**config.mk**
```make
export PLATFORM = sky130hd
export DESIGN_NAME = sdvs_front
export DESIGN_NICKNAME = d
export VERILOG_FILES = /design/src/rtl/sdvs_pkg.sv /design/src/rtl/sdvs_front.sv
export SDC_FILE = /design/constraint.sdc
export NUM_CORES = 2
export LEC_CHECK = 0
export BUFFER_PORTS_ARGS = -buffer_cell sky130_fd_sc_hd__buf_2
export CORE_UTILIZATION = 50
export CTS_CLUSTER_DIAMETER = 200
export DETAILED_ROUTE_END_ITERATION = 8
export PLACE_DENSITY = 0.67
export SYNTH_ARGS = -nofsm -noshare
export SYNTH_HDL_FRONTEND = slang
export SYNTH_SLANG_ARGS = --single-unit
```
**constraint.sdc**
```tcl
create_clock -name i_clk -period 12.27 [get_ports i_clk]
set_input_delay 2.454 -clock i_clk [delete_from_list [all_inputs] [get_ports i_clk]]
set_output_delay 2.454 -clock i_clk [all_outputs]
set_load 0.1 [all_outputs]
```
**src/rtl/sdvs_pkg.sv**
```systemverilog
// shared types, constants and tables of the valve shaper
// used by the front, queue, back and top-level rtl files; depends on nothing
package sdvs_pkg;

    // sizes
    localparam int CHANNELS_DEF = 2;
    localparam int TANH_ENTRIES = 256;              // power of two
    localparam int TANH_LOG2    = $clog2(TANH_ENTRIES);
    localparam int TAB_W        = 15;
    localparam int SAMPLE_W     = 16;
    localparam int ENV_W        = 24;
    localparam int GAIN_W       = 16;
    localparam int COEF_W       = 24;
    localparam int DRV_W        = 24;
    localparam int MAG_W        = 17;
    localparam int T_W          = 26;
    localparam int SCALE_W      = 20;
    localparam int U_W          = 30;
    localparam int CFG_ADDR_W   = 3;
    localparam int CFG_DATA_W   = 24;
    localparam int QUEUE_DEPTH  = 2;                // power of two

    // register indexes of the config port
    typedef enum logic [CFG_ADDR_W-1:0] {
        REG_DRIVE_GAIN    = 3'd0,
        REG_BIAS_OFFSET   = 3'd1,
        REG_SAG_DEPTH     = 3'd2,
        REG_ATTACK_COEFF  = 3'd3,
        REG_RELEASE_COEFF = 3'd4,
        REG_VALVE_MODE    = 3'd5
    } t_cfg_reg;

    typedef enum logic [1:0] {
        MODE_TRIODE  = 2'd0,
        MODE_PENTODE = 2'd1,
        MODE_TORTURE = 2'd2,
        MODE_DEFAULT = 2'd3
    } t_valve_mode;

    typedef struct packed {
        logic [GAIN_W-1:0]          drive_gain;
        logic signed [SAMPLE_W-1:0] bias_offset;
        logic [GAIN_W-1:0]          sag_depth;
        logic [COEF_W-1:0]          attack_coeff;
        logic [COEF_W-1:0]          release_coeff;
        t_valve_mode                valve_mode;
    } t_cfg;

    // one item between front and back
    typedef struct packed {
        logic signed [SAMPLE_W-1:0] sample;
        logic                       chan;
        logic [DRV_W-1:0]           drv;
    } t_qitem;

    typedef struct packed {
        logic   push;
        t_qitem item;
    } t_q_wr;

    typedef struct packed {
        logic full;
        logic empty;
    } t_q_stat;

    // curvature * (1 + asymmetry), Q.16
    function automatic logic [SCALE_W-1:0] scale_pos(input t_valve_mode m);
        logic [SCALE_W-1:0] r;
        case (m)
            MODE_TRIODE:  r = 20'd245760;
            MODE_PENTODE: r = 20'd484966;
            MODE_TORTURE: r = 20'd891290;
            default:      r = 20'd393216;
        endcase
        return r;
    endfunction

    // curvature * (1 - asymmetry), Q.16
    function automatic logic [SCALE_W-1:0] scale_neg(input t_valve_mode m);
        logic [SCALE_W-1:0] r;
        case (m)
            MODE_TRIODE:  r = 20'd81920;
            MODE_PENTODE: r = 20'd39322;
            MODE_TORTURE: r = 20'd157286;
            default:      r = 20'd131072;
        endcase
        return r;
    endfunction

    // shift and subtract quotient of non-negative values, table build only
    function automatic longint udiv(input longint dividend, input longint divisor);
        longint q;
        longint r;
        int     b;
        q = 0;
        r = 0;
        for (b = 62; b >= 0; b--) begin
            r = (r <<< 1) | ((dividend >>> b) & 64'sd1);
            q = q <<< 1;
            if (r >= divisor) begin
                r = r - divisor;
                q = q | 64'sd1;
            end
        end
        return q;
    endfunction

    // tanh points over [0, 8), one past the end for interpolation
    typedef logic [TAB_W-1:0] t_tanh_tab [0:TANH_ENTRIES];

    function automatic t_tanh_tab build_tanh_tab();
        t_tanh_tab tab;
        longint    q30;
        longint    prev;
        longint    a;
        longint    s;
        longint    s2;
        longint    s3;
        longint    s4;
        longint    e;
        longint    num;
        longint    den;
        longint    v;
        int        i;
        int        k;
        q30  = 64'sd1 <<< 30;
        prev = 0;
        for (i = 0; i <= TANH_ENTRIES; i++) begin
            a  = (longint'(i) * (64'sd1 <<< 19) + TANH_ENTRIES / 2) / TANH_ENTRIES;
            s  = (2 * a) <<< 4;
            s2 = (s * s + (64'sd1 <<< 29)) >>> 30;
            s3 = (s2 * s + (64'sd1 <<< 29)) >>> 30;
            s4 = (s3 * s + (64'sd1 <<< 29)) >>> 30;
            // e^(-2a/1024) by series, then squared up to e^(-2a)
            e  = q30 - s + s2 / 2 - udiv(s3, 64'sd6) + udiv(s4, 64'sd24);
            for (k = 0; k < 10; k++) begin
                e = (e * e + (64'sd1 <<< 29)) >>> 30;
            end
            if (e < 0) e = 0;
            if (e > q30) e = q30;
            num = (q30 - e) * 32768;
            den = q30 + e;
            v   = udiv(num + den / 2, den);
            if (v > 32767) v = 32767;
            if (v < prev) v = prev;
            tab[i] = TAB_W'(v);
            prev   = v;
        end
        return tab;
    endfunction

    localparam t_tanh_tab TANH_TAB = build_tanh_tab();

endpackage

```
**src/rtl/sdvs_front.sv**
```systemverilog
// front of the valve shaper: takes a sample, updates its channel envelope,
// works out the sagged drive and hands the item to the queue; uses sdvs_pkg
module sdvs_front #(
    parameter int CHANNELS = sdvs_pkg::CHANNELS_DEF
) (
    input  logic                                 i_clk,
    input  logic                                 i_rst_n,
    input  sdvs_pkg::t_cfg                       i_cfg,
    input  logic                                 i_in_valid,
    output logic                                 o_in_ready,
    input  logic signed [sdvs_pkg::SAMPLE_W-1:0] i_sample,
    input  logic                                 i_chan,
    output sdvs_pkg::t_q_wr                      o_wr,
    input  logic                                 i_q_full
);

    localparam int CH_IW     = (CHANNELS > 1) ? $clog2(CHANNELS) : 1;
    localparam int ENV_W     = sdvs_pkg::ENV_W;
    localparam int ENV_PW    = ENV_W + sdvs_pkg::COEF_W;
    localparam int SAG_PW    = sdvs_pkg::GAIN_W + ENV_W;
    localparam int DRV_PW    = sdvs_pkg::GAIN_W + ENV_W;

    typedef enum logic [1:0] {
        F_IDLE,
        F_ENV,
        F_FAC,
        F_DRV
    } t_fstate;

    t_fstate                             r_state;
    logic [ENV_W-1:0]                    r_env [CHANNELS];
    logic signed [sdvs_pkg::SAMPLE_W-1:0] r_sample;
    logic                                r_chan;
    logic [CH_IW-1:0]                    r_ch;
    logic                                r_rising;
    logic [ENV_W-1:0]                    r_d;
    logic [sdvs_pkg::COEF_W-1:0]         r_coef;
    logic [ENV_W-1:0]                    r_env_old;
    logic [ENV_W-1:0]                    r_env_new;
    logic [ENV_W-1:0]                    r_fac;

    logic [CH_IW-1:0]                    ch_in;
    logic [sdvs_pkg::SAMPLE_W-1:0]       mag;
    logic [ENV_W-1:0]                    rect;
    logic [ENV_W-1:0]                    env_cur;
    logic                                rising;
    logic [ENV_PW-1:0]                   env_sum;
    logic [ENV_W-1:0]                    delta;
    logic [ENV_W-1:0]                    n_env;
    logic [SAG_PW-1:0]                   sag_prod;
    logic [SAG_PW-1:0]                   fac_raw;
    logic [ENV_W-1:0]                    n_fac;
    logic [DRV_PW-1:0]                   drv_sum;
    logic [sdvs_pkg::DRV_W-1:0]          n_drv;

    assign o_in_ready = (r_state == F_IDLE);

    // channel index wraps onto the envelope store
    assign ch_in = (CHANNELS > 1) ? CH_IW'(i_chan) : '0;

    // rectify and compare against the stored envelope
    always_comb begin
        mag     = i_sample[sdvs_pkg::SAMPLE_W-1] ? (16'd0 - $unsigned(i_sample))
                                                 : $unsigned(i_sample);
        rect    = {mag, 8'h00};
        env_cur = r_env[ch_in];
        rising  = rect > env_cur;
    end

    // envelope step: move toward the rectified input by a rounded fraction
    always_comb begin
        env_sum = ENV_PW'(r_coef) * ENV_PW'(r_d) + ENV_PW'(24'h800000);
        delta   = env_sum[ENV_PW-1:sdvs_pkg::COEF_W];
        n_env   = r_rising ? (r_env_old + delta) : (r_env_old - delta);
    end

    // sag factor, Q1.23
    always_comb begin
        sag_prod = SAG_PW'(i_cfg.sag_depth) * SAG_PW'(r_env_new);
        fac_raw  = (SAG_PW'(1) << (SAG_PW - 1)) - sag_prod + SAG_PW'(17'h08000);
        n_fac    = fac_raw[SAG_PW-1:16];
    end

    // drive gain times sag factor
    always_comb begin
        drv_sum = DRV_PW'(i_cfg.drive_gain) * DRV_PW'(r_fac) + DRV_PW'(15'h4000);
        n_drv   = drv_sum[sdvs_pkg::DRV_W+14:15];
    end

    // queue write
    always_comb begin
        o_wr.push        = (r_state == F_DRV) && !i_q_full;
        o_wr.item.sample = r_sample;
        o_wr.item.chan   = r_chan;
        o_wr.item.drv    = n_drv;
    end

    // sequencer with envelope store
    always_ff @(posedge i_clk) begin
        if (!i_rst_n) begin
            r_state <= F_IDLE;
            for (int i = 0; i < CHANNELS; i++) begin
                r_env[i] <= '0;
            end
        end else begin
            case (r_state)
                F_IDLE: begin
                    if (i_in_valid) begin
                        r_sample  <= i_sample;
                        r_chan    <= i_chan;
                        r_ch      <= ch_in;
                        r_rising  <= rising;
                        r_d       <= rising ? (rect - env_cur) : (env_cur - rect);
                        r_coef    <= rising ? i_cfg.attack_coeff : i_cfg.release_coeff;
                        r_env_old <= env_cur;
                        r_state   <= F_ENV;
                    end
                end
                F_ENV: begin
                    r_env[r_ch] <= n_env;
                    r_env_new   <= n_env;
                    r_state     <= F_FAC;
                end
                F_FAC: begin
                    r_fac   <= n_fac;
                    r_state <= F_DRV;
                end
                F_DRV: begin
                    if (!i_q_full) begin
                        r_state <= F_IDLE;
                    end
                end
                default: r_state <= F_IDLE;
            endcase
        end
    end

endmodule

```
== Word-level counts from Yosys, hierarchy flattened ==
Memories as Yosys holds them, arrays and structs flattened.
Cells that the tools add are included.
Widths: inputs -> output; s select.

* Logic and storage cells: 50
* Memory bits (writable): 48
* Register bits after elaboration: 140
* Memories kept: 1
* Output and inout port bits: 43

{| class="wikitable"
|+ Memories
! name !! depth !! bits a word !! rd ports !! clocked after Yosys merged registers in !! write ports !! line !! source
|-
| r_env || 2 || 24 || 1 || 0 || 2 || sdvs_front.sv:31 || <nowiki>logic [ENV_W-1:0] r_env [CHANNELS];</nowiki>
|}

* Reductions and logical operators: 8
* $mul: 3
* Mux-type cells: 14
* Equality and inequality tests: 5
* Add/subtract/negate cells: 9
* Order comparisons: 1

{| class="wikitable"
|+ Operators with widths
! kind !! number
|-
| $mux 24 || 4
|-
| $sub 24x24->24 || 3
|-
| $add 48x24->48 const B || 1
|-
| $mul 24x24->48 || 1
|-
| $add 40x16->40 const B || 1
|-
| $mul 16x24->40 || 1
|-
| $sub 40x40->40 const A || 1
|-
| $add 39x15->39 const B || 1
|-
| $mul 16x24->39 || 1
|-
| $add 24x24->24 || 1
|-
| $gt 24x24->1 || 1
|-
| $reduce_or 24->1 || 1
|-
| $mux 16 || 1
|-
| $sub 1x16->16 const A || 1
|-
| $pmux 2 s4 || 1
|-
| $mux 1 || 6
|-
| $reduce_and 2->1 || 3
|-
| $eq 2x2->1 const B || 2
|-
| $mux 2 || 2
|-
| $ne 2x2->1 const B || 2
|-
| $reduce_and 3->1 || 1
|-
| $eq 2x1->1 const B || 1
|-
| $logic_not 2->1 || 1
|-
| $logic_and 1x1->1 || 1
|-
| $logic_not 1->1 || 1
|}

== Longest topological paths before layout ==
* Depth after elaboration: 6
* Mapped depth: 42

== Least setup slack after synthesis ==
OpenSTA, ideal clock, no wires.

* Kind: input to output
* From: in i_cfg[83] (netlist name)
* To: out o_wr[23] (netlist name)
* Arrival time: 10560 ps
* Stages on the path: 26
* Required time: 9816 ps
* Setup slack: -744 ps
* Path buffers: 1
* Path through: clkbuf_1 nand2_1 fa_1 inv_1 fa_1 inv_1 fa_1 fa_1 inv_1 fa_1 inv_1 fa_1 inv_1 ha_1 a2111o_1 a211oi_1 o21ai_0 a21o_1 o41a_1 a41o_1 and3_1 o31ai_1 o21ai_1 o41ai_1 o21bai_1 xnor2_1

{| class="wikitable"
|+ RTL lines
! item !! line !! source
|-
| start, declared || sdvs_front.sv:8 || <nowiki>input sdvs_pkg::t_cfg i_cfg,</nowiki>
|-
| end, declared || sdvs_front.sv:13 || <nowiki>output sdvs_pkg::t_q_wr o_wr,</nowiki>
|}

==> results.json <==
{
  "synth_edf_count": 185,
  "viasPerCell": 5.32,
  "syn_avg_cell_area_um2": 9.31,
  "rsz0062_at_grt": "no",
  "drc": 32,
  "setup_viol": 0,
  "yosys-top-cells-count": "inv_1, fa_1, nand2_1",
  "synth_seq_cells": 187,
  "maxCapViolations": 0,
  "final_nets": 7423,
  "place.gp.congestion": 0.896,
  "cts_made_buffers": 17,
  "synth_area_leaders": "fa_1, ha_1, edfxtp_1",
  "ios": 162,
  "grt_max_degree": 53,
  "htreeDepth": 4,
  "firstDrtPassIters": 8,
  "start_util_pct": 50.5,
  "synthCells": 5716,
  "yosysSeqAreaShare_pct": 10.5,
  "die_x_um": 328,
  "drive_above_1_share_pct": 5.57,
  "hp-class": "reg -> reg",
  "clock_path_buffers": 2,
  "antenna_found_initial": 3,
  "outcome": "finished with violations",
  "overflow": 0,
  "yosys_warnings": 0,
  "worstSetupPathType": "in -> out",
  "syn_area_um2": 53200,
  "root_buffer": "clkbuf_16",
  "period_share_pct": 97.7,
  "n_fill_cell": 9690,
  "synth.most_common_cell": "inv_1",
  "ant_nets": 0,
  "startpoint_type": "primary input",
  "fin_util_pct": 53.2,
  "clk_pin_slew_ps": 70,
  "cp_slowest_cell": "fa_1",
  "grt_pass1_vias": 40000,
  "cts_tree": "built",
  "hold_slack_ps": 559,
  "die_area_um2": 108000,
  "areaGrowthSynthToFinish_pct": 5.47,
  "drt-total-wl_um": 128000,
  "track_usage_pct": 24.9,
  "grt_pass1_wl_um": 211000,
  "fmax_ghz": 0.0834,
  "min_period_ps": 11990,
  "hold_viol": 0,
  "critical_path.max_fanout": 3,
  "drv_slew": 0,
  "critPathMostFrequentCell": "fa_1",
  "cp-end-kind": "primary output",
  "numClockSinks": 187,
  "dp_cells": 7073,
  "layoutNonFillerInstCount": 7109,
  "yosys.cell_types.count": 84,
  "synth_flop_cell": "edfxtp_1",
  "vias": 37800,
  "routedWlPerCell_um": 18.1,
  "clock_skew_ps": 24.0,
  "tightest_slew_ps": 1250,
  "core-area_um2": 105000,
  "yosys.area.top_type_share_pct": 41.5,
  "async_reset_ff_share_pct": 0,
  "port_buffers": 143,
  "worstPathArrival_ps": 9540,
  "die_h_um": 328,
  "drt_iter0_drc": 2516,
  "insertion_delay_ps": 490,
  "dp_hpwl_um": 103000,
  "synth_top_area_cell": "fa_1",
  "required_ps": 9820,
  "slew_headroom_pct": 16.7,
  "synth_fp_nets": 7438,
  "critical-path-max-stage-delay_ps": 560,
  "violations": "design-rule violations",
  "rows": 119
}
## flip-flops by register name, summed over array words and instances (netlist names)
register	count
r_ch	1
r_sample	16
r_d	24
r_env_old	23
r_env_new	24
r_rising	1
r_state	2
r_fac	24
r_coef	24
r_env	48
## critical path, delay by kind of cell
kind / cells / cell delay (ps)
buffers and inverters: 9 / 900
AOI/OAI and AO/OA: 10 / 2380
adders and majority gates: 7 / 3360
and+or+nand+nor: 2 / 280
xor gates and xnor gates: 1 / 140
## cell type report
cell class                 instances  area [µm²]  area share, %
antenna                            4        10.0         0.0178
clock buffer                      18         429          0.765
clock inverter                    14         174          0.310
inverter                        1305        4900           8.73
multi-input combinational       3972       41800           74.5
sequential                       187        5600           9.97
tap                             1391        1740           3.10
timing repair buffer             218        1470           2.61
## per-stage QoR
step | worst slack [ps] | instance area, µm² | TNS, ps
2_1_floorplan | -150 | 53200 | -150
3_3_place_gp | -198 | 55400 | -392
3_5_place_dp | -205 | 55400 | -413
4_1_cts | 12.7 | 56100 | 0
5_1_grt | 6.22 | 56100 | 0
6_report | 278 | 56100 | 0
## cell usage in the layout (no fill, tap or decap), types with 29 or more instances in the layout
cell         n
a21o_1      54
mux2_2      32
fa_1      1104
buf_2      130
ha_1       499
o21ai_0     56
edfxtp_1   185
nor3_1      38
xor2_1      38
mux2i_1     29
nor2_1     147
a21oi_1    106
xnor2_1     96
buf_4       75
and2_1     687
inv_1     1304
nand2_1    746
## worst paths after layout
| path | startpoint | endpoint | slack [ps] | cells past startpoint |
|---|---|---|---|---|
| worst max-delay path | i_cfg[85] | o_wr[23] | 280 | 29 |
| worst min-delay path | r_state[1] | r_state[1] | 560 | 2 |
| worst max register to register | r_d[9] | r_env[0][22] | 840 | 33 |
| worst min register to register | r_state[1] | r_state[1] | 560 | 2 |
## logic make-up (layout without fill, tap and decap cells)
logic type | Yosys count | after routing | share of synthesized area, %
AO/OA/AOI/OAI | 396 | 396 | 5.04
XOR/XNOR | 135 | 135 | 2.22
adder cells (fa/ha/maj) | 1603 | 1603 | 53.3
buffers and inverters | 1557 | 1555 | 11.0
flip-flops | 187 | 187 | 10.5
multiplexers | 62 | 62 | 1.25
other | 0 | 4 | 0
AND/OR/NAND/NOR | 1776 | 1776 | 16.6
## per-layer routing
metal | global-route usage, % | wire length, µm
met1 | 34.7 | 55400
met2 | 41.0 | 61300
met3 | 3.76 | 9050
met4 | 5.99 | 2690
met5 | 0 | 13
## timing repair
item / CTS / global route
setup endpoints to repair: 4 / 7
endpoints found under the hold margin: 0 / 0
resized for setup: 4 / 6
hold buffers: 0 / 0
pin swaps: 3 / 8
buffers inserted: 0 / 0
Power is left out: the tool's default activity adds up to more than one toggle a clock period on the data nets, which glitch-free logic cannot reach.
