File: src/rtl/sdvs_pkg.sv
// shared types, constants and tables of the valve shaper
// used by the front, queue, back and top-level rtl files; depends on nothing
package sdvs_pkg;

    // sizes
    localparam int CHANNELS_DEF = 2;
    localparam int TANH_ENTRIES = 256;              // power of two
    localparam int TANH_LOG2    = $clog2(TANH_ENTRIES);
    localparam int TAB_W        = 15;
    localparam int SAMPLE_W     = 16;
    localparam int ENV_W        = 24;
    localparam int GAIN_W       = 16;
    localparam int COEF_W       = 24;
    localparam int DRV_W        = 24;
    localparam int MAG_W        = 17;
    localparam int T_W          = 26;
    localparam int SCALE_W      = 20;
    localparam int U_W          = 30;
    localparam int CFG_ADDR_W   = 3;
    localparam int CFG_DATA_W   = 24;
    localparam int QUEUE_DEPTH  = 2;                // power of two

    // register indexes of the config port
    typedef enum logic [CFG_ADDR_W-1:0] {
        REG_DRIVE_GAIN    = 3'd0,
        REG_BIAS_OFFSET   = 3'd1,
        REG_SAG_DEPTH     = 3'd2,
        REG_ATTACK_COEFF  = 3'd3,
        REG_RELEASE_COEFF = 3'd4,
        REG_VALVE_MODE    = 3'd5
    } t_cfg_reg;

    typedef enum logic [1:0] {
        MODE_TRIODE  = 2'd0,
        MODE_PENTODE = 2'd1,
        MODE_TORTURE = 2'd2,
        MODE_DEFAULT = 2'd3
    } t_valve_mode;

    typedef struct packed {
        logic [GAIN_W-1:0]          drive_gain;
        logic signed [SAMPLE_W-1:0] bias_offset;
        logic [GAIN_W-1:0]          sag_depth;
        logic [COEF_W-1:0]          attack_coeff;
        logic [COEF_W-1:0]          release_coeff;
        t_valve_mode                valve_mode;
    } t_cfg;

    // one item between front and back
    typedef struct packed {
        logic signed [SAMPLE_W-1:0] sample;
        logic                       chan;
        logic [DRV_W-1:0]           drv;
    } t_qitem;

    typedef struct packed {
        logic   push;
        t_qitem item;
    } t_q_wr;

    typedef struct packed {
        logic full;
        logic empty;
    } t_q_stat;

    // curvature * (1 + asymmetry), Q.16
    function automatic logic [SCALE_W-1:0] scale_pos(input t_valve_mode m);
        logic [SCALE_W-1:0] r;
        case (m)
            MODE_TRIODE:  r = 20'd245760;
            MODE_PENTODE: r = 20'd484966;
            MODE_TORTURE: r = 20'd891290;
            default:      r = 20'd393216;
        endcase
        return r;
    endfunction

    // curvature * (1 - asymmetry), Q.16
    function automatic logic [SCALE_W-1:0] scale_neg(input t_valve_mode m);
        logic [SCALE_W-1:0] r;
        case (m)
            MODE_TRIODE:  r = 20'd81920;
            MODE_PENTODE: r = 20'd39322;
            MODE_TORTURE: r = 20'd157286;
            default:      r = 20'd131072;
        endcase
        return r;
    endfunction

    // shift and subtract quotient of non-negative values, table build only
    function automatic longint udiv(input longint dividend, input longint divisor);
        longint q;
        longint r;
        int     b;
        q = 0;
        r = 0;
        for (b = 62; b >= 0; b--) begin
            r = (r <<< 1) | ((dividend >>> b) & 64'sd1);
            q = q <<< 1;
            if (r >= divisor) begin
                r = r - divisor;
                q = q | 64'sd1;
            end
        end
        return q;
    endfunction

    // tanh points over [0, 8), one past the end for interpolation
    typedef logic [TAB_W-1:0] t_tanh_tab [0:TANH_ENTRIES];

    function automatic t_tanh_tab build_tanh_tab();
        t_tanh_tab tab;
        longint    q30;
        longint    prev;
        longint    a;
        longint    s;
        longint    s2;
        longint    s3;
        longint    s4;
        longint    e;
        longint    num;
        longint    den;
        longint    v;
        int        i;
        int        k;
        q30  = 64'sd1 <<< 30;
        prev = 0;
        for (i = 0; i <= TANH_ENTRIES; i++) begin
            a  = (longint'(i) * (64'sd1 <<< 19) + TANH_ENTRIES / 2) / TANH_ENTRIES;
            s  = (2 * a) <<< 4;
            s2 = (s * s + (64'sd1 <<< 29)) >>> 30;
            s3 = (s2 * s + (64'sd1 <<< 29)) >>> 30;
            s4 = (s3 * s + (64'sd1 <<< 29)) >>> 30;
            // e^(-2a/1024) by series, then squared up to e^(-2a)
            e  = q30 - s + s2 / 2 - udiv(s3, 64'sd6) + udiv(s4, 64'sd24);
            for (k = 0; k < 10; k++) begin
                e = (e * e + (64'sd1 <<< 29)) >>> 30;
            end
            if (e < 0) e = 0;
            if (e > q30) e = q30;
            num = (q30 - e) * 32768;
            den = q30 + e;
            v   = udiv(num + den / 2, den);
            if (v > 32767) v = 32767;
            if (v < prev) v = prev;
            tab[i] = TAB_W'(v);
            prev   = v;
        end
        return tab;
    endfunction

    localparam t_tanh_tab TANH_TAB = build_tanh_tab();

endpackage

File: src/rtl/sdvs_queue.sv
// short queue between front and back of the valve shaper
// holds items of type sdvs_pkg::t_qitem; uses sdvs_pkg
module sdvs_queue (
    input  logic              i_clk,
    input  logic              i_rst_n,
    input  sdvs_pkg::t_q_wr   i_wr,
    input  logic              i_pop,
    output sdvs_pkg::t_qitem  o_head,
    output sdvs_pkg::t_q_stat o_stat
);

    localparam int DEPTH = sdvs_pkg::QUEUE_DEPTH;
    localparam int PTR_W = (DEPTH > 1) ? $clog2(DEPTH) : 1;
    localparam logic [PTR_W-1:0] LAST = PTR_W'(DEPTH - 1);

    sdvs_pkg::t_qitem r_mem [DEPTH];
    logic [PTR_W-1:0] r_wr_ptr;
    logic [PTR_W-1:0] r_rd_ptr;
    logic [PTR_W:0]   r_count;

    logic             do_push;
    logic             do_pop;

    assign o_stat.full  = (r_count == (PTR_W + 1)'(DEPTH));
    assign o_stat.empty = (r_count == '0);
    assign o_head       = r_mem[r_rd_ptr];

    assign do_push = i_wr.push && !o_stat.full;
    assign do_pop  = i_pop && !o_stat.empty;

    // pointers and fill count
    always_ff @(posedge i_clk) begin
        if (!i_rst_n) begin
            r_wr_ptr <= '0;
            r_rd_ptr <= '0;
            r_count  <= '0;
        end else begin
            if (do_push) begin
                r_wr_ptr <= (r_wr_ptr == LAST) ? '0 : r_wr_ptr + 1'b1;
            end
            if (do_pop) begin
                r_rd_ptr <= (r_rd_ptr == LAST) ? '0 : r_rd_ptr + 1'b1;
            end
            case ({do_push, do_pop})
                2'b10:   r_count <= r_count + 1'b1;
                2'b01:   r_count <= r_count - 1'b1;
                default: r_count <= r_count;
            endcase
        end
    end

    // storage
    always_ff @(posedge i_clk) begin
        if (do_push) begin
            r_mem[r_wr_ptr] <= i_wr.item;
        end
    end

endmodule

File: config.mk
export PLATFORM = sky130hd
export DESIGN_NAME = sdvs_queue
export DESIGN_NICKNAME = d
export VERILOG_FILES = /design/src/rtl/sdvs_pkg.sv /design/src/rtl/sdvs_queue.sv
export SDC_FILE = /design/constraint.sdc
export NUM_CORES = 1
export LEC_CHECK = 0
export CAP_MARGIN = 20
export CORE_ASPECT_RATIO = 1.25
export CORE_UTILIZATION = 40
export DETAILED_ROUTE_END_ITERATION = 12
export DONT_BUFFER_PORTS = 1
export PLACE_DENSITY = 0.57
export SYNTH_ARGS = -nofsm -noshare
export SYNTH_HDL_FRONTEND = slang
export SYNTH_SLANG_ARGS = --single-unit
File: constraint.sdc
create_clock -name i_clk -period 4.9 [get_ports i_clk]
set_input_delay 0.49 -clock i_clk [delete_from_list [all_inputs] [get_ports i_clk]]
set_output_delay 0.49 -clock i_clk [all_outputs]
set_load 0.005 [all_outputs]
Word level (Yosys, flattened, before mapping)
Memories as Yosys holds them, arrays and structs flattened. A register that Yosys moved wholly into a read port is not among the register bits.
Index checks and enable logic that the tools add are counted.
{ "word_totals": {"reg_bits": 4, "ramBits": 82, "inputBits": 45, "output_inout_bits": 43, "wordCells": 24, "n_memories": 1} }
{ "mem_list": {"columns": ["name", "depth", "word_bits", "rd", "rd_clocked_by_memory_dff", "write_ports", "line_no", "rtl"], "rows": [
  ["r_mem", 2, 41, 1, 1, 1, "sdvs_queue.sv:16", "sdvs_pkg::t_qitem r_mem [DEPTH];"]
]} }
{ "classes": {"n_addsub": 4, "n_eq_ne": 3, "mux": 7, "n_reduce_logical": 6} }
{ "op_table": {"columns": ["cell", "n"], "rows": [
  ["$mux 1", 6],
  ["$eq 2x2->1 const B", 2],
  ["$pmux 2 s2", 1],
  ["$add 1x1->1 const B", 2],
  ["$add 2x1->2 const B", 1],
  ["$eq 2x1->1 const B", 1],
  ["$logic_and 1x1->1", 2],
  ["$logic_not 1->1", 2],
  ["$logic_not 2->1", 1],
  ["$reduce_bool 2->1", 1],
  ["$sub 2x1->2 const B", 1]
]} }

Longest topological paths before layout
Gate-level depths: netlist of run 1.
{ "logic_depth": {"depth_word": 5, "depth_mapped": 6, "mapped_depth_nobuf": 6} }

Worst setup path after synthesis of run 1
No wires, ideal clock.
{ "synth_timing": {"path_kind": "register to register", "from": "register r_count[0]", "to": "memory r_mem[0][0] (netlist name) (enable)", "setup_time_ns": 0.395, "arrival_time_ns": 1.721, "required_ns": 4.505, "slack_ns": 2.784, "path_stages_with_launch": 5, "path_buffers": 0, "synth_period_minus_slack_ns": 2.116, "path_cell_list": "dfxtp_1 nand2b_2 inv_2 or3_1 inv_1"} }
{ "synth_rtl": {"columns": ["item", "line_no", "rtl"], "rows": [
  ["start, declared", "sdvs_queue.sv:19", "logic [PTR_W:0] r_count;"],
  ["start signal, assigned", "sdvs_queue.sv:45", "2'b10: r_count <= r_count + 1'b1;"],
  ["start signal, assigned", "sdvs_queue.sv:46", "2'b01: r_count <= r_count - 1'b1;"],
  ["start signal, assigned", "sdvs_queue.sv:47", "default: r_count <= r_count;"],
  ["end, declared", "sdvs_queue.sv:16", null]
]} }

==> impl_metrics.py, run 1 <==
metrics = {
    "status": {
        "outcome": "complete, no violations",
    },
    "final_layout": {
        "layout_commonest_cell": "edfxtp_1",
        "layout_common_cells": "edfxtp_1, mux2_2, clkbuf_8",
        "nets": 206,
        "final_util": 0.4478,
        "drive_above_1_share": 0.3636,
        "diodes": 0,
        "syn_to_final_growth_pct": 8.959,
    },
    "pwr": {
        "pwr-share-seq": 0.571,
        "p_int_mw": 1.334,
        "ir_drop_mv": 0.2987,
        "leakage_nw": 1.114,
        "clockPowerShare": 0.258,
        "finalPower_mw": 1.796,
        "netSwitchingPower_mw": 0.4620,
        "power_frac_comb": 0.171,
        "sw_frac_of_total": 0.2573,
        "power_density_mw_per_mm2": 517.6,
    },
    "routing": {
        "firstDrtPassIters": 4,
        "drc": 0,
        "drt-total-wl_mm": 4.994,
        "antenna_left": 0,
        "vias": 1323,
        "routed_via_density": 5.088,
        "drt_iter0_drc": 105,
        "routedWlPerCell_um": 19.21,
    },
    "min_path": {
        "worstHoldStart": "i_wr[8]",
        "hold_depth": 0,
        "whs_endpoint": "r_mem[1][8]$_DFFE_PP_",
        "worstHoldPathType": "input port to register",
    },
    "cts": {
        "clkTransAtPathRegs_ns": 0.08,
        "numCtsBuffers": 9,
        "ctsResizeCount": 0,
        "h-tree-depth": 3,
        "cts_root_buffer": "clkbuf_8",
        "hold_buffers": 0,
        "cts_tree": "built",
        "clkSinkCount": 87,
        "cts_buffer_depth": 2,
        "cts_setup_buffers": 0,
        "insertion_delay_ns": 0.34,
    },
    "critical_path": {
        "reg2reg_depth": 4,
        "start_kind": "register",
        "r2r-end": "r_mem[0][23]$_DFFE_PP_",
        "crit_family": "flip-flops",
        "cp_max_fo": 41,
        "crit_slowest_cell": "dfxtp_2",
        "worst-setup-path-type": "register to output port",
        "critPathRequiredTime_ns": 4.41,
        "endpoint_kind": "output port",
        "path_cells": "mux2_2",
        "path_buf_inv": 0,
        "cpPeakStageDelay_ns": 0.98,
        "ff2ff_setup_slack_ns": 2.80,
        "arrival_ns": 1.77,
        "regToRegStartpoint": "r_count[0]$_SDFFE_PN0P_",
    },
    "floorplan": {
        "rows": 36,
        "io_pins": 88,
        "dieArea_mm2": 0.008324,
        "die_w_um": 81.81,
        "die_y_um": 101.8,
        "start_util": 0.4110,
        "core_mm2": 0.007747,
    },
    "synthesis": {
        "synth_nets": 200,
        "synth.area.top_cells": "edfxtp_1, mux2_2, dfxtp_1",
        "ys_ff_latch": 87,
        "ys_seq_area_frac": 0.8047,
        "synth_top_area_share": 0.7733,
        "synth_cells": 154,
        "syn_area_per_cell_um2": 20.68,
        "synth.largest_area_cell": "edfxtp_1",
        "yosysUniqueCellTypes": 19,
        "netlist_area_mm2": 0.003184,
        "yosysWarnings": 0,
    },
    "sta": {
        "clock_skew_ns": 0.01282,
        "worst_pin_slew_ns": 0.9717,
        "setup_viol": 0,
        "slew_viol_final": 0,
        "relSlewSlack": 0.3522,
        "finalSetupTns_ns": 0,
        "holdWs_ns": 0.2389,
        "period_share": 0.4612,
        "final.min_clock_period_ns": 2.260,
        "hold_violations": 0,
        "max_freq_ghz": 0.4425,
        "rsz0062_at_grt": "no",
    },
    "placement": {
        "port_buffers": 0,
        "globalplace.congestion": 0.6036,
    },
    "global_route": {
        "grt_usage": 0.1291,
        "grt_pass1_vias": 1447,
        "grt_max_degree": 42,
        "gr-total-overflow": 0,
        "antenna_found_initial": 0,
        "grt_pass1_wl_mm": 7.327,
    },
    "flow_run": {
        "maxCapViolCount": 0,
    },
}
[cell families after synthesis]
kind of cell	Yosys count	synth area share
adder cells (fa/ha/maj)	1	0.003929
AND/OR/NAND/NOR	9	0.01690
XOR/XNOR	3	0.008253
AO/OA/AOI/OAI	5	0.01022
flip-flops	87	0.8047
multiplexers	41	0.1450
buffers and inverters	8	0.01100
[through the flow]
stage,setup slack [ns],area [um^2],instances
global placement,2.930,3282,244
floorplan,2.784,3184,154
global route,2.476,3470,260
CTS,2.563,3470,260
finish,2.640,3470,260
detailed placement,2.802,3282,244
[final cells by class]
class                      count  area (um^2)
fill                         690         4278
clock buffer                   9        123.9
inverter                       3        11.26
clock inverter                 7        63.81
tap                           95        118.9
multi-input combinational     59        588.1
sequential                    87         2564
[worst register-to-register path, cell delays in order, from the launching register on]
cell and delay, ns:
dfxtp_1 0.45, nand2b_2 0.19, inv_2 0.05, or3_1 0.35, inv_2 0.67
[flip-flops by register name (all words and copies together) (netlist names), named ones only]
signal	cells
r_wr_ptr	1
r_count	2
r_rd_ptr	1
r_mem	82
[how the worst max path moves through the flow]
stage / end / slack [ns] / depth (start not counted)
6_report: o_head[13] / 2.64 / 1
5_1_grt: o_head[13] / 2.48 / 1
4_1_cts: o_head[13] / 2.56 / 1
3_5_place_dp: r_mem[0][11]$_DFFE_PP_ / 2.80 / 4
3_3_place_gp: r_mem[0][23]$_DFFE_PP_ / 2.93 / 4
2_1_floorplan: r_mem[0][0]$_DFFE_PP_ / 2.78 / 4
[per-layer routing]
layer  share of wire  vias up  track usage
met3           0.094       10      0.05045
met2            0.55       51       0.2174
met1            0.33      657       0.1228
met4           0.025        0       0.1012
met5               0        -            0
li1                -      605            -
[synthesized netlist by cell type]
| cell | number |
|---|---|
| clkbuf_1 | 1 |
| mux2_2 | 41 |
| inv_2 | 1 |
| and2_1 | 1 |
| nand2_1 | 1 |
| nor2b_1 | 2 |
| buf_2 | 4 |
| inv_1 | 2 |
| a21boi_1 | 2 |
| ha_1 | 1 |
| edfxtp_1 | 82 |
| or3_1 | 2 |
| o21a_1 | 1 |
| nand2b_2 | 1 |
| nor2_1 | 1 |
| o21ai_0 | 2 |
| xnor2_1 | 3 |
| dfxtp_1 | 5 |
| and3_1 | 1 |
[power by group through the flow]
stage          combinational [mW]  sequential (mW)  clock, mW
6_report                    0.308             1.02      0.463
5_1_grt                     0.335             1.04      0.509
4_1_cts                     0.319             1.03      0.478
3_5_place_dp                0.317             1.05          0
3_3_place_gp                0.305             1.03          0
2_1_floorplan               0.306            0.981          0
(Power assumes the default switching activity.)
==> run 2: changes to the inputs <==
--- a/config.mk
+++ b/config.mk
@@ -5,12 +5,13 @@
 export SDC_FILE = /design/constraint.sdc
 export NUM_CORES = 1
 export LEC_CHECK = 0
+export ABC_AREA = 1
 export CAP_MARGIN = 20
 export CORE_ASPECT_RATIO = 1.25
 export CORE_UTILIZATION = 40
 export DETAILED_ROUTE_END_ITERATION = 12
 export DONT_BUFFER_PORTS = 1
-export PLACE_DENSITY = 0.57
+export PLACE_DENSITY = 0.59
 export SYNTH_ARGS = -nofsm -noshare
 export SYNTH_HDL_FRONTEND = slang
 export SYNTH_SLANG_ARGS = --single-unit
==> constraint.sdc (replaced) <==
create_clock -name i_clk -period 2 [get_ports i_clk]
set_input_delay 0.2 -clock i_clk [delete_from_list [all_inputs] [get_ports i_clk]]
set_output_delay 0.2 -clock i_clk [all_outputs]
set_load 0.005 [all_outputs]
==> impl_metrics.py, run 2 <==
metrics = {
    "floorplan": {
        "dieArea_mm2": 0.008913,
        "io_pins": 88,
        "start_util": 0.4144,
        "core_mm2": 0.008240,
        "rows": 37,
        "die_w_um": 84.64,
        "die_y_um": 105.3,
    },
    "final_layout": {
        "top_regs": "r_mem (82), r_count (2)",
        "layout_commonest_cell": "edfxtp_1",
        "syn_to_final_growth_pct": 20.92,
        "drive_above_1_share": 0.2952,
        "n_fill_cell": 685,
        "largest_register_ffs": 82,
        "layout_common_cells": "edfxtp_1, dlygate4sd3_1, mux2_4",
        "stdcell_count": 324,
        "diodes": 0,
        "top_register": "r_mem",
        "nets": 268,
        "design_area_mm2": 0.004129,
        "final_util": 0.5011,
    },
    "sta": {
        "fin_ws_ns": 0.2645,
        "rsz0062_at_grt": "no",
        "relSlewSlack": 0.6930,
        "period_share": 0.8677,
        "max_freq_ghz": 0.5762,
        "final.min_clock_period_ns": 1.735,
        "hold_violations": 0,
        "setup_viol": 0,
        "worst_pin_slew_ns": 0.4605,
        "slew_viol_final": 0,
        "finalSetupTns_ns": 0,
        "clock_skew_ns": 0.01085,
    },
    "flow_run": {
        "maxCapViolCount": 0,
    },
    "critical_path": {
        "worst-setup-path-type": "register to register",
        "endpoint_kind": "register",
        "start_kind": "register",
        "arrival_ns": 2.02,
        "critPathRequiredTime_ns": 2.29,
        "cp_max_fo": 4,
    },
    "pwr": {
        "clockPowerShare": 0.283,
        "ir_drop_mv": 0.5520,
        "pwr-share-seq": 0.524,
        "power_frac_comb": 0.193,
        "leakage_nw": 1.510,
        "netSwitchingPower_mw": 1.043,
        "p_int_mw": 3.323,
        "sw_frac_of_total": 0.2388,
        "power_density_mw_per_mm2": 1057,
    },
    "synthesis": {
        "syn_area_per_cell_um2": 20.32,
        "ys_ff_latch": 87,
        "synth_most_common_cell": "edfxtp_1",
        "postSynth.asyncResetShare": 0,
        "synth_nets": 214,
        "synth_top_area_share": 0.7211,
        "synth.largest_area_cell": "edfxtp_1",
        "ys.flop_type": "edfxtp_1",
        "synth_enable_flop_cells": 82,
        "yosysUniqueCellTypes": 16,
        "ys_seq_area_frac": 0.7505,
        "yosysWarnings": 0,
        "synth_common_cells": "edfxtp_1, mux2_4, nor2_1",
        "synth_cells": 168,
        "netlist_area_mm2": 0.003415,
        "synth.area.top_cells": "edfxtp_1, mux2_4, dfxtp_1",
    },
    "global_route": {
        "grt_max_degree": 26,
        "grt_usage": 0.1380,
        "grt_pass1_wl_mm": 8.728,
        "grt_pass1_vias": 1695,
        "grt_util_met3": 0.05795,
        "antenna_found_initial": 0,
        "grt.busiest_layer": "met2",
        "grt_use_met2": 0.2613,
        "met1_usage": 0.1250,
        "gr-total-overflow": 0,
    },
    "cts": {
        "numCtsBuffers": 9,
        "clkSinkCount": 87,
        "insertion_delay_ns": 0.35,
        "cts_tree": "built",
        "cts_root_buffer": "clkbuf_8",
        "hold_buffers": 42,
        "cts_setup_buffers": 0,
        "ctsResizeCount": 0,
        "cts_buffer_depth": 2,
        "h-tree-depth": 3,
        "clkTransAtPathRegs_ns": 0.08,
    },
    "placement": {
        "dp_hpwl_mm": 3.787,
        "port_buffers": 0,
        "placed_area_mm2": 0.003498,
        "place_inst": 266,
        "place_ws_ns": 0.3646,
        "globalplace.congestion": 0.6379,
    },
    "routing": {
        "vias": 1599,
        "drc": 0,
        "drt-total-wl_mm": 5.769,
        "antenna_left": 0,
        "routedWlPerCell_um": 17.81,
        "firstDrtPassIters": 6,
        "routed_via_density": 4.935,
        "drt_iter0_drc": 68,
    },
    "status": {
        "outcome": "complete, no violations",
    },
    "min_path": {
        "worstHoldPathType": "input port to register",
    },
}
[run 2: path summary, 6_finish.rpt]
path              cells past startpoint                     from                       to  slack, ns
hold reg to reg                       2    r_rd_ptr$_SDFFE_PN0P_    r_rd_ptr$_SDFFE_PN0P_       0.54
setup / recovery                      9  r_count[0]$_SDFFE_PN0P_  r_count[1]$_SDFFE_PN0P_       0.26
hold / removal                        3                    i_pop                 register       0.09
setup reg to reg                      9  r_count[0]$_SDFFE_PN0P_  r_count[1]$_SDFFE_PN0P_       0.26
[run 2: cells by family (layout without fill, tap and decap cells)]
family | count (synthesis) | count (layout) | share of synthesized area
compound gates | 2 | 2 | 0.002929
fa+ha+maj | 1 | 1 | 0.003664
buf+inv | 14 | 73 | 0.03665
mux | 41 | 41 | 0.1792
simple gates | 23 | 23 | 0.02712
flops | 87 | 87 | 0.7505
[run 2: metal layers]
layer | up-vias | wire length [um]
met5 | - | 0
met4 | 0 | 78
met3 | 5 | 376
met2 | 70 | 3346
met1 | 791 | 1967
li1 | 733 | -
[run 2: area by class of cell]
class                      count  area [um^2]  area share
sequential                    87         2564      0.6209
multi-input combinational     67        734.5      0.1779
timing repair buffer          48        465.4      0.1127
clock buffer                  14        172.7     0.04182
tap                           97        121.4     0.02939
clock inverter                 2        37.54    0.009091
inverter                       9        33.78    0.008182
[run 2: power by group through the flow]
stage / registers, mW / clock network [mW] / logic [mW]
floorplan: 2.31 / 0 / 0.694
finish: 2.29 / 1.23 / 0.843
CTS: 2.29 / 1.28 / 0.853
global route: 2.30 / 1.33 / 0.904
global placement: 2.31 / 0 / 0.732
detailed placement: 2.33 / 0 / 0.773
[run 2: worst max-delay path, cell delays in order (launching register included)]
cell and delay (ns):
dfxtp_1 0.41, nor2_1 0.10, nor2_1 0.20, inv_1 0.14, ha_1 0.36, inv_1 0.08, nand2_1 0.08, nor2_1 0.15
nor2_1 0.07, nor2_1 0.09
[run 2: metrics by stage]
step	power, mW	hold WS, ns
2_1_floorplan	3.005	0.2989
3_3_place_gp	3.046	0.2990
3_5_place_dp	3.105	0.2989
4_1_cts	4.418	0.06503
5_1_grt	4.541	0.09171
6_report	4.366	0.09299
==> run 3: changes to the inputs <==
--- a/config.mk
+++ b/config.mk
@@ -8,10 +8,10 @@
 export ABC_AREA = 1
 export CAP_MARGIN = 20
 export CORE_ASPECT_RATIO = 1.25
-export CORE_UTILIZATION = 40
+export CORE_UTILIZATION = 45
 export DETAILED_ROUTE_END_ITERATION = 12
 export DONT_BUFFER_PORTS = 1
-export PLACE_DENSITY = 0.59
+export PLACE_DENSITY = 0.65
 export SYNTH_ARGS = -nofsm -noshare
 export SYNTH_HDL_FRONTEND = slang
 export SYNTH_SLANG_ARGS = --single-unit
==> impl_metrics.py, run 3 (same netlist as run 2, synthesis figures left out) <==
metrics = {
    "routing": {
        "routedWlPerCell_um": 17.00,
        "vias": 1551,
        "routed_via_density": 4.862,
        "drc": 0,
        "drt_iter0_drc": 69,
        "drt-total-wl_mm": 5.424,
        "antenna_left": 0,
        "firstDrtPassIters": 4,
    },
    "sta": {
        "clock_skew_ns": 0.008153,
        "rsz0062_at_grt": "no",
        "fin_ws_ns": 0.2460,
        "holdWs_ns": 0.02686,
        "final.min_clock_period_ns": 1.754,
        "slew_viol_final": 0,
        "hold_violations": 0,
        "period_share": 0.8770,
        "max_freq_ghz": 0.5701,
        "setup_viol": 0,
        "finalSetupTns_ns": 0,
        "relSlewSlack": 0.6710,
        "worst_pin_slew_ns": 0.4935,
    },
    "floorplan": {
        "rows": 35,
        "start_util": 0.4641,
        "die_y_um": 99.39,
        "die_w_um": 79.91,
        "io_pins": 88,
        "core_mm2": 0.007357,
        "dieArea_mm2": 0.007942,
    },
    "flow_run": {
        "maxCapViolCount": 0,
    },
    "cts": {
        "cts_setup_buffers": 0,
        "cts_buffer_depth": 2,
        "ctsResizeCount": 0,
        "numCtsBuffers": 9,
        "cts_root_buffer": "clkbuf_8",
        "cts_tree": "built",
        "insertion_delay_ns": 0.33,
        "clkTransAtPathRegs_ns": 0.07,
        "hold_buffers": 42,
        "clkSinkCount": 87,
        "h-tree-depth": 3,
    },
    "final_layout": {
        "syn_to_final_growth_pct": 20.15,
        "final_util": 0.5577,
        "n_fill_cell": 598,
        "stdcell_count": 319,
        "layout_commonest_cell": "edfxtp_1",
        "design_area_mm2": 0.004103,
        "top_register": "r_mem",
        "drive_above_1_share": 0.2907,
        "layout_common_cells": "edfxtp_1, dlygate4sd3_1, mux2_4",
        "diodes": 0,
        "largest_register_ffs": 82,
        "nets": 268,
        "top_regs": "r_mem (82), r_count (2)",
    },
    "critical_path": {
        "regToRegStartpoint": "r_count[0]$_SDFFE_PN0P_",
        "reg2reg_depth": 9,
        "crit_slowest_cell": "dfxtp_2",
        "cpPeakStageDelay_ns": 0.65,
        "critPathRequiredTime_ns": 1.80,
        "endpoint_kind": "output port",
        "start_kind": "register",
        "path_cells": "buf_12, mux2_4",
        "arrival_ns": 1.55,
        "worst-setup-path-type": "register to output port",
        "path_buf_inv": 1,
        "r2r-end": "r_count[1]$_SDFFE_PN0P_",
        "crit_family": "flip-flops",
        "cp_max_fo": 16,
        "ff2ff_setup_slack_ns": 0.42,
    },
    "placement": {
        "port_buffers": 0,
        "globalplace.congestion": 0.6603,
        "place_inst": 261,
        "place_ws_ns": 0.4540,
        "dp_hpwl_mm": 3.817,
        "placed_area_mm2": 0.003517,
    },
    "pwr": {
        "leakage_nw": 1.489,
        "ir_drop_mv": 0.5758,
        "power_density_mw_per_mm2": 1007,
        "finalPower_mw": 4.133,
    },
    "global_route": {
        "gr-total-overflow": 0,
        "antenna_found_initial": 0,
        "met1_usage": 0.1600,
        "grt_use_met2": 0.2498,
        "grt_pass1_wl_mm": 8.121,
        "grt_pass1_vias": 1636,
        "grt.busiest_layer": "met2",
        "grt_max_degree": 22,
        "grt_util_met3": 0.05780,
        "grt_usage": 0.1456,
    },
    "min_path": {
        "whs_endpoint": "r_rd_ptr$_SDFFE_PN0P_",
        "hold_depth": 2,
        "worstHoldPathType": "input port to register",
        "worstHoldStart": "i_rst_n",
    },
    "status": {
        "outcome": "complete, no violations",
    },
}
==> run 3: layer usage <==
metal / vias up / routed length (um) / part of all wire
li1: 735 / - / -
met1: 755 / 2090 / 0.39
met2: 55 / 2893 / 0.53
met3: 6 / 379 / 0.070
met4: 0 / 61 / 0.011
met5: - / 0 / 0
==> run 3: cell type report <==
| class | count | area (um^2) | area share |
|---|---|---|---|
| repair buffers | 48 | 490.5 | 0.1195 |
| clock inverters | 6 | 37.54 | 0.009149 |
| well taps | 92 | 115.1 | 0.02806 |
| flip-flops and latches | 87 | 2564 | 0.6249 |
| clock buffers | 10 | 127.6 | 0.03111 |
| inverters | 9 | 33.78 | 0.008234 |
| multi-input cells | 67 | 734.5 | 0.1790 |
==> run 3: power by group <==
group | switching (mW) | internal (mW) | total, mW
registers | 0.0994 | 2.22 | 2.32
logic | 0.371 | 0.437 | 0.808
clock network | 0.557 | 0.445 | 1.00
total | 1.03 | 3.11 | 4.13
==> run 3: worst max-delay path by stage <==
stage                                 start                 endpoint  cells after the start
floorplan           r_count[0]$_SDFFE_PN0P_    r_mem[1][0]$_DFFE_PP_                      4
global placement    r_count[0]$_SDFFE_PN0P_   r_mem[0][40]$_DFFE_PP_                      5
detailed placement  r_count[0]$_SDFFE_PN0P_  r_count[1]$_SDFFE_PN0P_                      9
CTS                                register               o_head[10]                      2
global route                       register               o_head[23]                      2
finish                             register               o_head[23]                      2
